===== config.mk =====
export PLATFORM = sky130hd
export DESIGN_NAME = nvs_ctrl
export DESIGN_NICKNAME = d
export VERILOG_FILES = /design/src/rtl/nvs_pkg.sv /design/src/rtl/nvs_ctrl.sv
export SDC_FILE = /design/constraint.sdc
export NUM_CORES = 1
export LEC_CHECK = 0
export ABC_AREA = 1
export ABC_CLOCK_PERIOD_IN_PS = 1600
export BUFFER_PORTS_ARGS = -buffer_cell sky130_fd_sc_hd__buf_2
export CAP_MARGIN = 40
export CORE_AREA = 5 5 42 44
export DETAILED_ROUTE_END_ITERATION = 8
export DIE_AREA = 0 0 47 49
export GPL_ROUTABILITY_DRIVEN = 0
export SLEW_MARGIN = 20
export SYNTH_ARGS = -nofsm -noshare
export SYNTH_HDL_FRONTEND = slang
export SYNTH_SLANG_ARGS = --single-unit

===== constraint.sdc =====
create_clock -name clk -period 1.6 [get_ports clk]
set_input_delay 0.16 -clock clk [delete_from_list [all_inputs] [get_ports clk]]
set_output_delay 0.16 -clock clk [all_outputs]
set_load 0.02 [all_outputs]

===== src/rtl/nvs_pkg.sv =====
`timescale 1ns / 1ps

package nvs_pkg;

  localparam int TABLE_ENTRIES_DEF = 64;
  localparam int NAME_BYTES_DEF    = 16;

  localparam logic OP_LOOKUP = 1'b0;
  localparam logic OP_SET    = 1'b1;

  localparam logic [1:0] STATUS_LOOKUP   = 2'd0;
  localparam logic [1:0] STATUS_UPDATED  = 2'd1;
  localparam logic [1:0] STATUS_INSERTED = 2'd2;
  localparam logic [1:0] STATUS_FULL     = 2'd3;

  typedef struct packed {
    logic               opcode;
    logic [63:0]        key_chars_low;
    logic [55:0]        key_chars_high;
    logic [7:0]         key_length;
    logic signed [31:0] new_value;
  } req_t;

  typedef struct packed {
    logic signed [31:0] read_value;
    logic               found;
    logic [1:0]         status;
    logic [5:0]         entry_index;
    logic [6:0]         entries_used;
  } rsp_t;

  typedef enum logic [1:0] {
    CTL_IDLE,
    CTL_SCAN,
    CTL_COMMIT
  } ctl_state_t;

  typedef struct packed {
    logic load;
    logic scan;
    logic commit;
  } dp_cmd_t;

  typedef struct packed {
    logic match;
    logic exhausted;
    logic out_free;
  } dp_sts_t;

endpackage


===== src/rtl/nvs_ctrl.sv =====
`timescale 1ns / 1ps

module nvs_ctrl (
  input  logic            clk,
  input  logic            rst,
  input  logic            cmd_valid,
  output logic            cmd_stall,
  output nvs_pkg::dp_cmd_t dp_cmd,
  input  nvs_pkg::dp_sts_t dp_sts
);
  import nvs_pkg::*;

  ctl_state_t state;
  ctl_state_t state_next;

  always_ff @(posedge clk) begin
    if (rst) begin
      state <= CTL_IDLE;
    end else begin
      state <= state_next;
    end
  end

  always_comb begin
    state_next = state;
    dp_cmd     = '0;
    cmd_stall  = 1'b1;
    case (state)
      CTL_IDLE: begin
        cmd_stall = 1'b0;
        if (cmd_valid) begin
          dp_cmd.load = 1'b1;
          state_next  = CTL_SCAN;
        end
      end
      CTL_SCAN: begin
        dp_cmd.scan = 1'b1;
        // Stop at the first (lowest) matching entry, or once every entry was compared.
        if (dp_sts.match || dp_sts.exhausted) begin
          state_next = CTL_COMMIT;
        end
      end
      CTL_COMMIT: begin
        if (dp_sts.out_free) begin
          dp_cmd.commit = 1'b1;
          state_next    = CTL_IDLE;
        end
      end
      default: begin
        state_next = CTL_IDLE;
      end
    endcase
  end

endmodule


Yosys cells after proc, flatten, opt, wreduce, memory -nomap -nowiden:

Cells that the tools add are included.

* equality and inequality tests: 5
* multiplexer cells: 10
* reductions and logical operators: 3

Operators by type and width (number)
* $mux W1: 6
* $mux W2: 3
* $ne A2 B2 Y1 const B: 3
* $pmux W2 S3: 1
* $reduce_and A3 Y1: 1
* $eq A2 B1 Y1 const B: 1
* $eq A2 B2 Y1 const B: 1
* $logic_not A2 Y1: 1
* $logic_or A1 B1 Y1: 1

* register bits: 2
* input bits: 6

Logic depth before layout (Yosys ltp):

Gate-level depths: netlist of the first run.

* word-level depth: 3
* mapped depth: 4
* mapped depth without buffers: 4

Worst setup path after synthesis of the first run:

OpenSTA, ideal clock, no wires.

* path type: register to output
* start: register state[1]
* end: output dp_cmd[0] (netlist name)
* arrival time: 0.751 ns
* required time: 1.440 ns
* path slack: 0.689 ns
* cell stages (with the launch flop): 3
* path buffers: 0
* cells stage by stage: dfxtp_1 -> nand2_1 -> nor2_1

RTL lines
* start, declared: line nvs_ctrl.sv:13 `ctl_state_t state;`
* start signal, assigned: line nvs_ctrl.sv:20 `state <= state_next;`
* end, declared: line nvs_ctrl.sv:8 `output nvs_pkg::dp_cmd_t dp_cmd,`

==> results_dict.tcl, run 1 <==
set metrics [dict create \
    status "finished clean" \
    reg2reg_depth 4 \
    dieArea_sq_um 2300 \
    reg2reg_from "state[0]$_SDFFE_PP0P_" \
    leakage_nw 0.119 \
    finalClockSkew_ns 0.00120 \
    slowest_delay_ns 0.35 \
    worst_slew_pin_slew_ns 0.200 \
    dp_slack_ns 0.707 \
    grt_pass1_wl_um 510 \
    reg_top3 "state: 2 flops" \
    cts-root-buf "clkbuf_4" \
    port_buffers 9 \
    wl_um 307 \
    multi_input_area_sq_um 58.8 \
    antenna_found_initial 0 \
    cts_resized 0 \
    numCtsBuffers 3 \
    path_cells "nor2_2 > nand2_1 > inv_1 > buf_2" \
    p_per_area_nw_per_um2 998 \
    drt-pass1-iter-count 1 \
    fin_hold_ws_ns 0.106 \
    endpoint_kind "primary output" \
    syn_nets 27 \
    placed_cell_area_sq_um 186 \
    finalSetupViolCount 0 \
    fill_cells 176 \
    synth_cell_type_count 11 \
    path_class "reg -> out" \
    setup_slack_ns 0.492 \
    max-cap-violations 0 \
    slew_violations 0 \
    hold_end "state[0]$_SDFFE_PP0P_" \
    area_growth_pct 62.1 \
    holdBufCountCts 0 \
    clock_sink_count 2 \
    antenna_cells 0 \
    drt_iter0_drc 0 \
    ir_drop_mv 0.127 \
    cp_data_required_time_ns 1.44 \
    cts_max_path_buffers 2 \
    fin_setup_tns_ns 0 \
    post_layout_nonfiller_instances 48 \
    crit_fanout 4 \
    nets 40 \
    overflow 0 \
    regArea_sq_um 40.0 \
    syn_area_per_cell_sq_um 6.14 \
    dpl.cell_count 45 \
    cp-start-kind "flop" \
    synth-warning-count 0 \
    layout-drive-gt1-share_pct 46.9 \
    fin_crit_sh_pct 69.3 \
    met3_usage_pct 1.11 \
    cts_max_level 1 \
    path_clk_slew_ns 0.03 \
    stdcell_area_sq_um 209 \
    rsz0062_at_grt "no" \
    slew_headroom_pct 86.6 \
    largest_register "state" \
    reg2reg_to "state[1]$_SDFFE_PP0P_" \
    via_count 161 \
    rows 14 \
    synth_cells 21 \
    synth-seq-area-share_pct 31.1 \
    clock.fmax_mhz 902 \
    core_sq_um 1400 \
    start_util_pct 9.20 \
    startpoint "state[1]$_SDFFE_PP0P_" \
    wl_per_cell_um 6.40 \
    crit_slowest_cell "dfxtp_1" \
    drtAntennaViolNets 0 \
    min_from "rst" \
    io_pins 10 \
    viasPerCell 3.35 \
    cts_setup_buffers 0 \
    largest_reg_flops 2 \
    r2r_slack_ns 0.87 \
    use_met2_pct 5.43 \
    synth_seq_cells 2 \
    min_path_cells 2 \
    synth_area_sq_um 129 \
    use_met1_pct 2.19 \
    drcViolationCount 0 \
    die_width_um 47 \
    clk-insertion-delay-late_ns 0.22 \
    tritoncts "built" \
    fp.dieH_um 49 \
    hold_class "in -> reg" \
    grt_pass1_vias 159 \
    layout_min_cycle_time_ns 1.11 \
    grt_start_max_net_pins 5 \
    worstPathArrival_ns 0.95 \
    finalHoldViolCount 0 \
    groute.usage.overall_pct 3.45 \
    top_usage_layer "met4" \
]
## through the flow
step / utilization [%] / power [mW]
floorplan: - / 0.0870
global route: 14.9 / 0.233
CTS: 14.9 / 0.216
global placement: 13.3 / 0.100
detailed placement: 13.3 / 0.101
finish: 14.9 / 0.209
## critical path: cells and delay by family, from the launching register on
family | cells | cell delay [ns]
simple gates | 2 | 0.18
flops | 1 | 0.35
buf+inv | 2 | 0.20
## cell usage in the layout (no fill, tap or decap)
cell type	instances
clkbuf_4	3
clkinv_1	1
nor2_1	2
nor2_2	1
nand2_1	5
inv_2	1
buf_2	9
a21oi_1	2
dfxtp_1	2
nand3_1	1
inv_1	4
nor2_4	1
## where the power goes
part | total [mW] | internal [mW] | switching [mW] | leakage [nW]
Clock | 0.109 | 0.0826 | 0.0269 | 0.0138
Combinational | 0.0418 | 0.0166 | 0.0252 | 0.0887
Sequential | 0.0573 | 0.0536 | 0.00364 | 0.0165
## cells in the mapped netlist
master / n / area, sq um
a21oi_1: 2 / 10.0
buf_4: 1 / 7.51
clkinv_1: 1 / 3.75
dfxtp_1: 2 / 40.0
inv_1: 4 / 15.0
inv_2: 1 / 3.75
nand2_1: 5 / 18.8
nand3_1: 1 / 5.00
nor2_1: 2 / 7.51
nor2_2: 1 / 6.26
nor2_4: 1 / 11.3
## layout make-up
class | instances | share of cell area [%]
clock buffers | 3 | 10.8
well taps | 16 | 9.58
flip-flops and latches | 2 | 19.2
repair buffers | 9 | 21.6
inverters | 6 | 10.8
multi-input cells | 12 | 28.1
## per-layer routing
| layer | wire [um] | share of wire (%) | vias to the layer above |
|---|---|---|---|
| li1 | - | - | 84 |
| met1 | 74 | 24 | 73 |
| met2 | 205 | 67 | 4 |
| met3 | 28 | 9.1 | 0 |
| met4 | 0 | 0 | 0 |
| met5 | 0 | 0 | - |
## how the worst max path moves through the flow
stage,depth (start not counted),slack (ns),endpoint
after detailed placement,4,0.71,dp_cmd[2]
after global placement,4,0.71,dp_cmd[2]
after CTS,4,0.47,dp_cmd[2]
final,4,0.49,dp_cmd[2]
after global routing,4,0.36,dp_cmd[2]
after floorplan,2,0.69,dp_cmd[0]
## cell families after synthesis
group	count (synthesis)	synth area share (%)
simple gates	10	37.9
buf+inv	7	23.3
flops	2	31.1
compound gates	2	7.77
Power figures use the tool's default switching activity.
==> run 2: changes to the inputs <==
ABC_AREA = 0   (was 1)
ABC_CLOCK_PERIOD_IN_PS = 1100   (was 1600)
clock period = 1.1 ns   (was 1.6 ns; I/O delays follow)
==> run 2 against run 1 <==
- flip-flop and latch count stayed put
- combinational power grew 100%
- via count shrank 11%
- global-route usage is 0.77 points higher
- sequential share of layout area is 1.5 points lower
- hold slack lost 0.057 ns
- setup slack got worse by 0.48 ns
- wire length up 21%
- critical path depth shrank 1
- critical path type unchanged
- largest power group unchanged
==> results_dict.tcl, run 2 <==
set metrics [dict create \
    status "finished clean" \
    post-route-util_pct 17.2 \
    hold_class "in -> reg" \
    layout-drive-gt1-share_pct 67.9 \
    ir_drop_mv 0.172 \
    synthSimpleGateAreaFrac_pct 38.0 \
    grt_pass1_vias 144 \
    post_layout_nonfiller_instances 44 \
    drtAntennaViolNets 0 \
    finalSetupViolCount 0 \
    synth_edf_count 0 \
    synth-compound-area-share_pct 8.70 \
    final_cell_mix "6 x buf_2, 3 x clkbuf_4, 3 x buf_6" \
    nets 36 \
    grt_start_max_net_pins 5 \
    io_pins 10 \
    largest_reg_flops 2 \
    drt_iter0_drc 0 \
    switching_share_pct 25.5 \
    synth-warning-count 0 \
    slew_headroom_pct 87.3 \
    synthTopCellsByCount "3 x nor2_1, 2 x dfxtp_1" \
    start_util_pct 8.21 \
    synth-seq-area-share_pct 34.8 \
    clock.fmax_mhz 916 \
    layout_commonest_cell "buf_2" \
    core_sq_um 1400 \
    fin_hold_ws_ns 0.0485 \
    synth_area_sq_um 115 \
    path_clk_slew_ns 0.03 \
    synth-async-reset-ratio_pct 0 \
    finalClockSkew_ns 0.00000329 \
    clk-insertion-delay-late_ns 0.22 \
    crit_fanout 3 \
    synthMuxAreaShare_pct 8.70 \
    tritoncts "built" \
    yosys.area.top_type_share_pct 34.8 \
    seq_power_share_pct 25.1 \
    grt_pass1_wl_um 538 \
    finalHoldViolCount 0 \
    dpl.cell_count 39 \
    cp-start-kind "flop" \
    clock_sink_count 2 \
    layout_min_cycle_time_ns 1.09 \
    drt-pass1-iter-count 1 \
    numCtsBuffers 3 \
    fin_crit_sh_pct 99.3 \
    p_total_mw 0.327 \
    synth_top_family_by_area "simple AND/OR/NAND/NOR gates" \
    dieArea_sq_um 2300 \
    clock_power_share_pct 49.0 \
    leakage_nw 0.116 \
    p_per_area_nw_per_um2 1350 \
    power_frac_comb_pct 25.9 \
    cts_max_level 1 \
    synth_fa_ha_area_share_pct 0 \
    path_class "reg -> out" \
    fin_setup_tns_ns 0 \
    synthFlopType "dfxtp_1" \
    area_growth_pct 110 \
    port_buffers 9 \
    antenna_found_initial 0 \
    die_width_um 47 \
    via_count 144 \
    syn_nets 21 \
    overflow 0 \
    synth_seq_cells 2 \
    groute.usage.overall_pct 4.22 \
    synth_top_area_cell "dfxtp_1" \
    synth.area.top_cells "dfxtp_1 35%, nor2_1 9.8%, mux2i_1 8.7%, and2b_2 7.6%, or3b_1 7.6%" \
    drcViolationCount 0 \
    synth.most_common_cell "nor2_1" \
    intPower_mw 0.244 \
    wl_um 371 \
    synth_cell_type_count 12 \
    synth_cells 15 \
    cts_max_path_buffers 2 \
    p_sw_mw 0.0833 \
    slew_violations 0 \
    worstPathArrival_ns 0.98 \
    fp.dieH_um 49 \
    reg_top3 "state: 2 flops" \
    worst_slew_pin_slew_ns 0.189 \
    rows 14 \
    viasPerCell 3.27 \
    wl_per_cell_um 8.43 \
    synth_xor_area_share_pct 0 \
    holdBufCountCts 0 \
    syn_area_per_cell_sq_um 7.67 \
    cp_data_required_time_ns 0.99 \
    cts-root-buf "clkbuf_4" \
    max-cap-violations 0 \
    endpoint_kind "primary output" \
    largest_register "state" \
    rsz0062_at_grt "yes" \
    antenna_cells 0 \
]
-- run 2: cell types whose count changed in the layout (fill, tap and decap cells not counted), moves of 3 or more --
cell and change:
nand2_1 -4, inv_1 -3, buf_6 +3, buf_2 -3
-- run 2: through the flow --
stage	setup slack [ns]	instance area, sq um
after detailed placement	0.109	173
after floorplan	0.00153	115
final	0.00787	241
after CTS	-0.0337	218
after global routing	-0.0393	241
after global placement	0.123	173
-- run 2: layout make-up --
type                    count  area (sq um)
inverters                   1          3.75
clock buffers               3          22.5
flip-flops and latches      2          42.5
fillers                   178          1160
repair buffers             11          78.8
multi-input cells          11          73.8
well taps                  16          20.0
-- run 2: logic make-up after synthesis --
family / count (synthesis)
AND/OR/NAND/NOR: 8
AO/OA/AOI/OAI: 2
flip-flops: 2
buffers and inverters: 2
multiplexers: 1
-- run 2: power groups by stage --
stage	clock network (mW)	registers [mW]	logic, mW
6_report	0.160	0.0820	0.0847
5_1_grt	0.184	0.0828	0.0909
4_1_cts	0.173	0.0815	0.0704
3_5_place_dp	0	0.0845	0.0557
3_3_place_gp	0	0.0840	0.0551
2_1_floorplan	0	0.0829	0.0372
-- run 2: worst max-delay path: stages, from the launching register on --
cell     delay [ns]
dfxtp_2        0.31
or2_4          0.25
nor2_4         0.08
buf_6          0.12
-- run 2: repair_timing --
item,4_1_cts,5_1_grt
setup endpoints to repair,2,3
resized for setup,4,7
pin swaps,1,2
setup buffers,2,0
-- run 2: worst paths after layout --
check,startpoint,end,slack [ns],cells after the start
min,rst,state[1]$_SDFFE_PP0P_,0.05,2
max reg2reg,state[0]$_SDFFE_PP0P_,state[1]$_SDFFE_PP0P_,0.12,3
max,state[1]$_SDFFE_PP0P_,dp_cmd[2],0.008,3
min reg2reg,state[1]$_SDFFE_PP0P_,state[0]$_SDFFE_PP0P_,0.51,2
-- run 2: per-layer routing --
layer  up-vias  wire length [um]  track usage [%]
met3         0               106             5.90
met1        58               134             3.49
met5         -                 0                0
met2        10               130             3.62
li1         76                 -                -
met4         0                 0             5.53
==> run 3: changes to the inputs <==
BUFFER_PORTS_ARGS = default   (was -buffer_cell sky130_fd_sc_hd__buf_2)
DONT_BUFFER_PORTS = 1   (was default)
==> run 3 against run 2 <==
- non-clock buffer count is 5 lower
- maximum frequency rose by 1.2%
- via count shrank 14%
- hold slack gained 0.015 ns
- largest cell class is now multi-input combinational cells
- core utilization down 2.0 points
- clock power barely moved
- global-route usage decreased by 0.28 points
==> results_dict.tcl, run 3 (synthesis gave the netlist of run 2 again) <==
set metrics [dict create \
    leakage_nw 0.0940 \
    finalHoldViolCount 0 \
    path_class "reg -> out" \
    min_path_cells 2 \
    drtAntennaViolNets 0 \
    hold_class "in -> reg" \
    power_frac_comb_pct 23.1 \
    numCtsBuffers 3 \
    fp.dieH_um 49 \
    final_cell_mix "4 x buf_4, 3 x clkbuf_4, 2 x nor2_1, 2 x dfxtp_2" \
    max-cap-violations 0 \
    largest_register "state" \
    wl_um 355 \
    drt_iter0_drc 0 \
    port_buffers 0 \
    largest_reg_flops 2 \
    ir_drop_mv 0.211 \
    clock_power_share_pct 50.9 \
    worstPathArrival_ns 0.97 \
    drt-pass1-iter-count 1 \
    nets 31 \
    cts-root-buf "clkbuf_4" \
    post_layout_nonfiller_instances 39 \
    cp_data_required_time_ns 0.99 \
    hold_end "state[1]$_SDFFE_PP0P_" \
    area_growth_pct 85.9 \
    crit_fanout 2 \
    slew_violations 0 \
    cts_max_level 1 \
    slowest_delay_ns 0.30 \
    start_util_pct 8.21 \
    rsz0062_at_grt "yes" \
    grt_pass1_vias 167 \
    wl_per_cell_um 9.10 \
    worst_slew_pin_slew_ns 0.194 \
    groute.usage.overall_pct 3.94 \
    slew_headroom_pct 86.9 \
    antenna_cells 0 \
    drcViolationCount 0 \
    overflow 0 \
    fin_hold_ws_ns 0.0635 \
    reg2reg_to "state[1]$_SDFFE_PP0P_" \
    reg2reg_from "state[1]$_SDFFE_PP0P_" \
    io_pins 10 \
    p_per_area_nw_per_um2 1460 \
    crit_slowest_cell "dfxtp_2" \
    finalSetupViolCount 0 \
    dieArea_sq_um 2300 \
    reg2reg_depth 4 \
    path_clk_slew_ns 0.03 \
    layout-drive-gt1-share_pct 56.5 \
    seq_power_share_pct 26.0 \
    clk-insertion-delay-late_ns 0.22 \
    switching_share_pct 24.7 \
    rows 14 \
    path_cells "or2_4 > nor2_4 > buf_6" \
    finalClockSkew_ns 0.000740 \
    fin_crit_sh_pct 98.1 \
    grt_pass1_wl_um 531 \
    layout_min_cycle_time_ns 1.08 \
    cts_max_path_buffers 2 \
    die_width_um 47 \
    clock.fmax_mhz 926 \
    antenna_found_initial 0 \
    viasPerCell 3.18 \
    tritoncts "built" \
    clock_sink_count 2 \
    p_sw_mw 0.0770 \
    cp-start-kind "flop" \
    min_from "dp_sts[0]" \
    status "finished clean" \
    core_sq_um 1400 \
    endpoint_kind "primary output" \
    grt_start_max_net_pins 5 \
    reg_top3 "state: 2 flops" \
    via_count 124 \
    dpl.cell_count 33 \
    r2r_slack_ns 0.05 \
    layout_commonest_cell "buf_4" \
    intPower_mw 0.235 \
]
[run 3: power groups by stage]
stage / clock network (mW) / registers (mW) / logic [mW]
after global placement: 0 / 0.0840 / 0.0477
after global routing: 0.179 / 0.0817 / 0.0776
after floorplan: 0 / 0.0829 / 0.0372
after CTS: 0.173 / 0.0810 / 0.0727
final: 0.159 / 0.0813 / 0.0720
after detailed placement: 0 / 0.0845 / 0.0484
[run 3: area by class of cell]
class,instances,area [sq um]
Fill cell,171,1190
Multi-Input combinational cell,11,73.8
Timing Repair Buffer,6,51.3
Sequential cell,2,42.5
Clock buffer,3,22.5
Tap cell,16,20.0
Inverter,1,3.75
[run 3: worst max path at each step]
stage	startpoint	endpoint	slack, ns	cells past startpoint
floorplan	state[0]$_SDFFE_PP0P_	dp_cmd[2]	0.002	2
global placement	state[0]$_SDFFE_PP0P_	dp_cmd[2]	0.13	3
detailed placement	state[0]$_SDFFE_PP0P_	dp_cmd[2]	0.11	3
CTS	state[1]$_SDFFE_PP0P_	dp_cmd[2]	-0.02	3
global route	state[1]$_SDFFE_PP0P_	dp_cmd[2]	-0.02	3
finish	state[1]$_SDFFE_PP0P_	dp_cmd[2]	0.02	3
[run 3: worst max-delay path: cells and delay by family, from the launching register on]
kind                   cells  cell delay, ns
DFF                        1            0.30
buffers and inverters      1            0.11
and+or+nand+nor            2            0.33
[run 3: routing by layer]
metal  part of all wire, %  global-route usage [%]
met1                    43                    3.28
met2                    33                    4.07
met3                    24                    4.06
met4                     0                    5.53
met5                     0                       0
[run 3: metrics by stage]
step           power, mW  instance area [sq um]  setup TNS (ns)  utilization (%)  setup WS, ns
2_1_floorplan      0.120                    115               0                -       0.00153
3_3_place_gp       0.132                    150               0             10.7         0.130
3_5_place_dp       0.133                    150               0             10.7         0.111
4_1_cts            0.327                    214         -0.0180             15.3       -0.0180
5_1_grt            0.338                    214         -0.0321             15.3       -0.0198
6_report           0.312                    214               0             15.3        0.0206
[run 3: repair_timing]
action,4_1_cts,5_1_grt
endpoints found under the hold margin,2,0
endpoints found under the setup margin,2,2
gates resized for setup,6,0
pin swaps,2,1
hold buffers,1,0
setup buffers,2,0
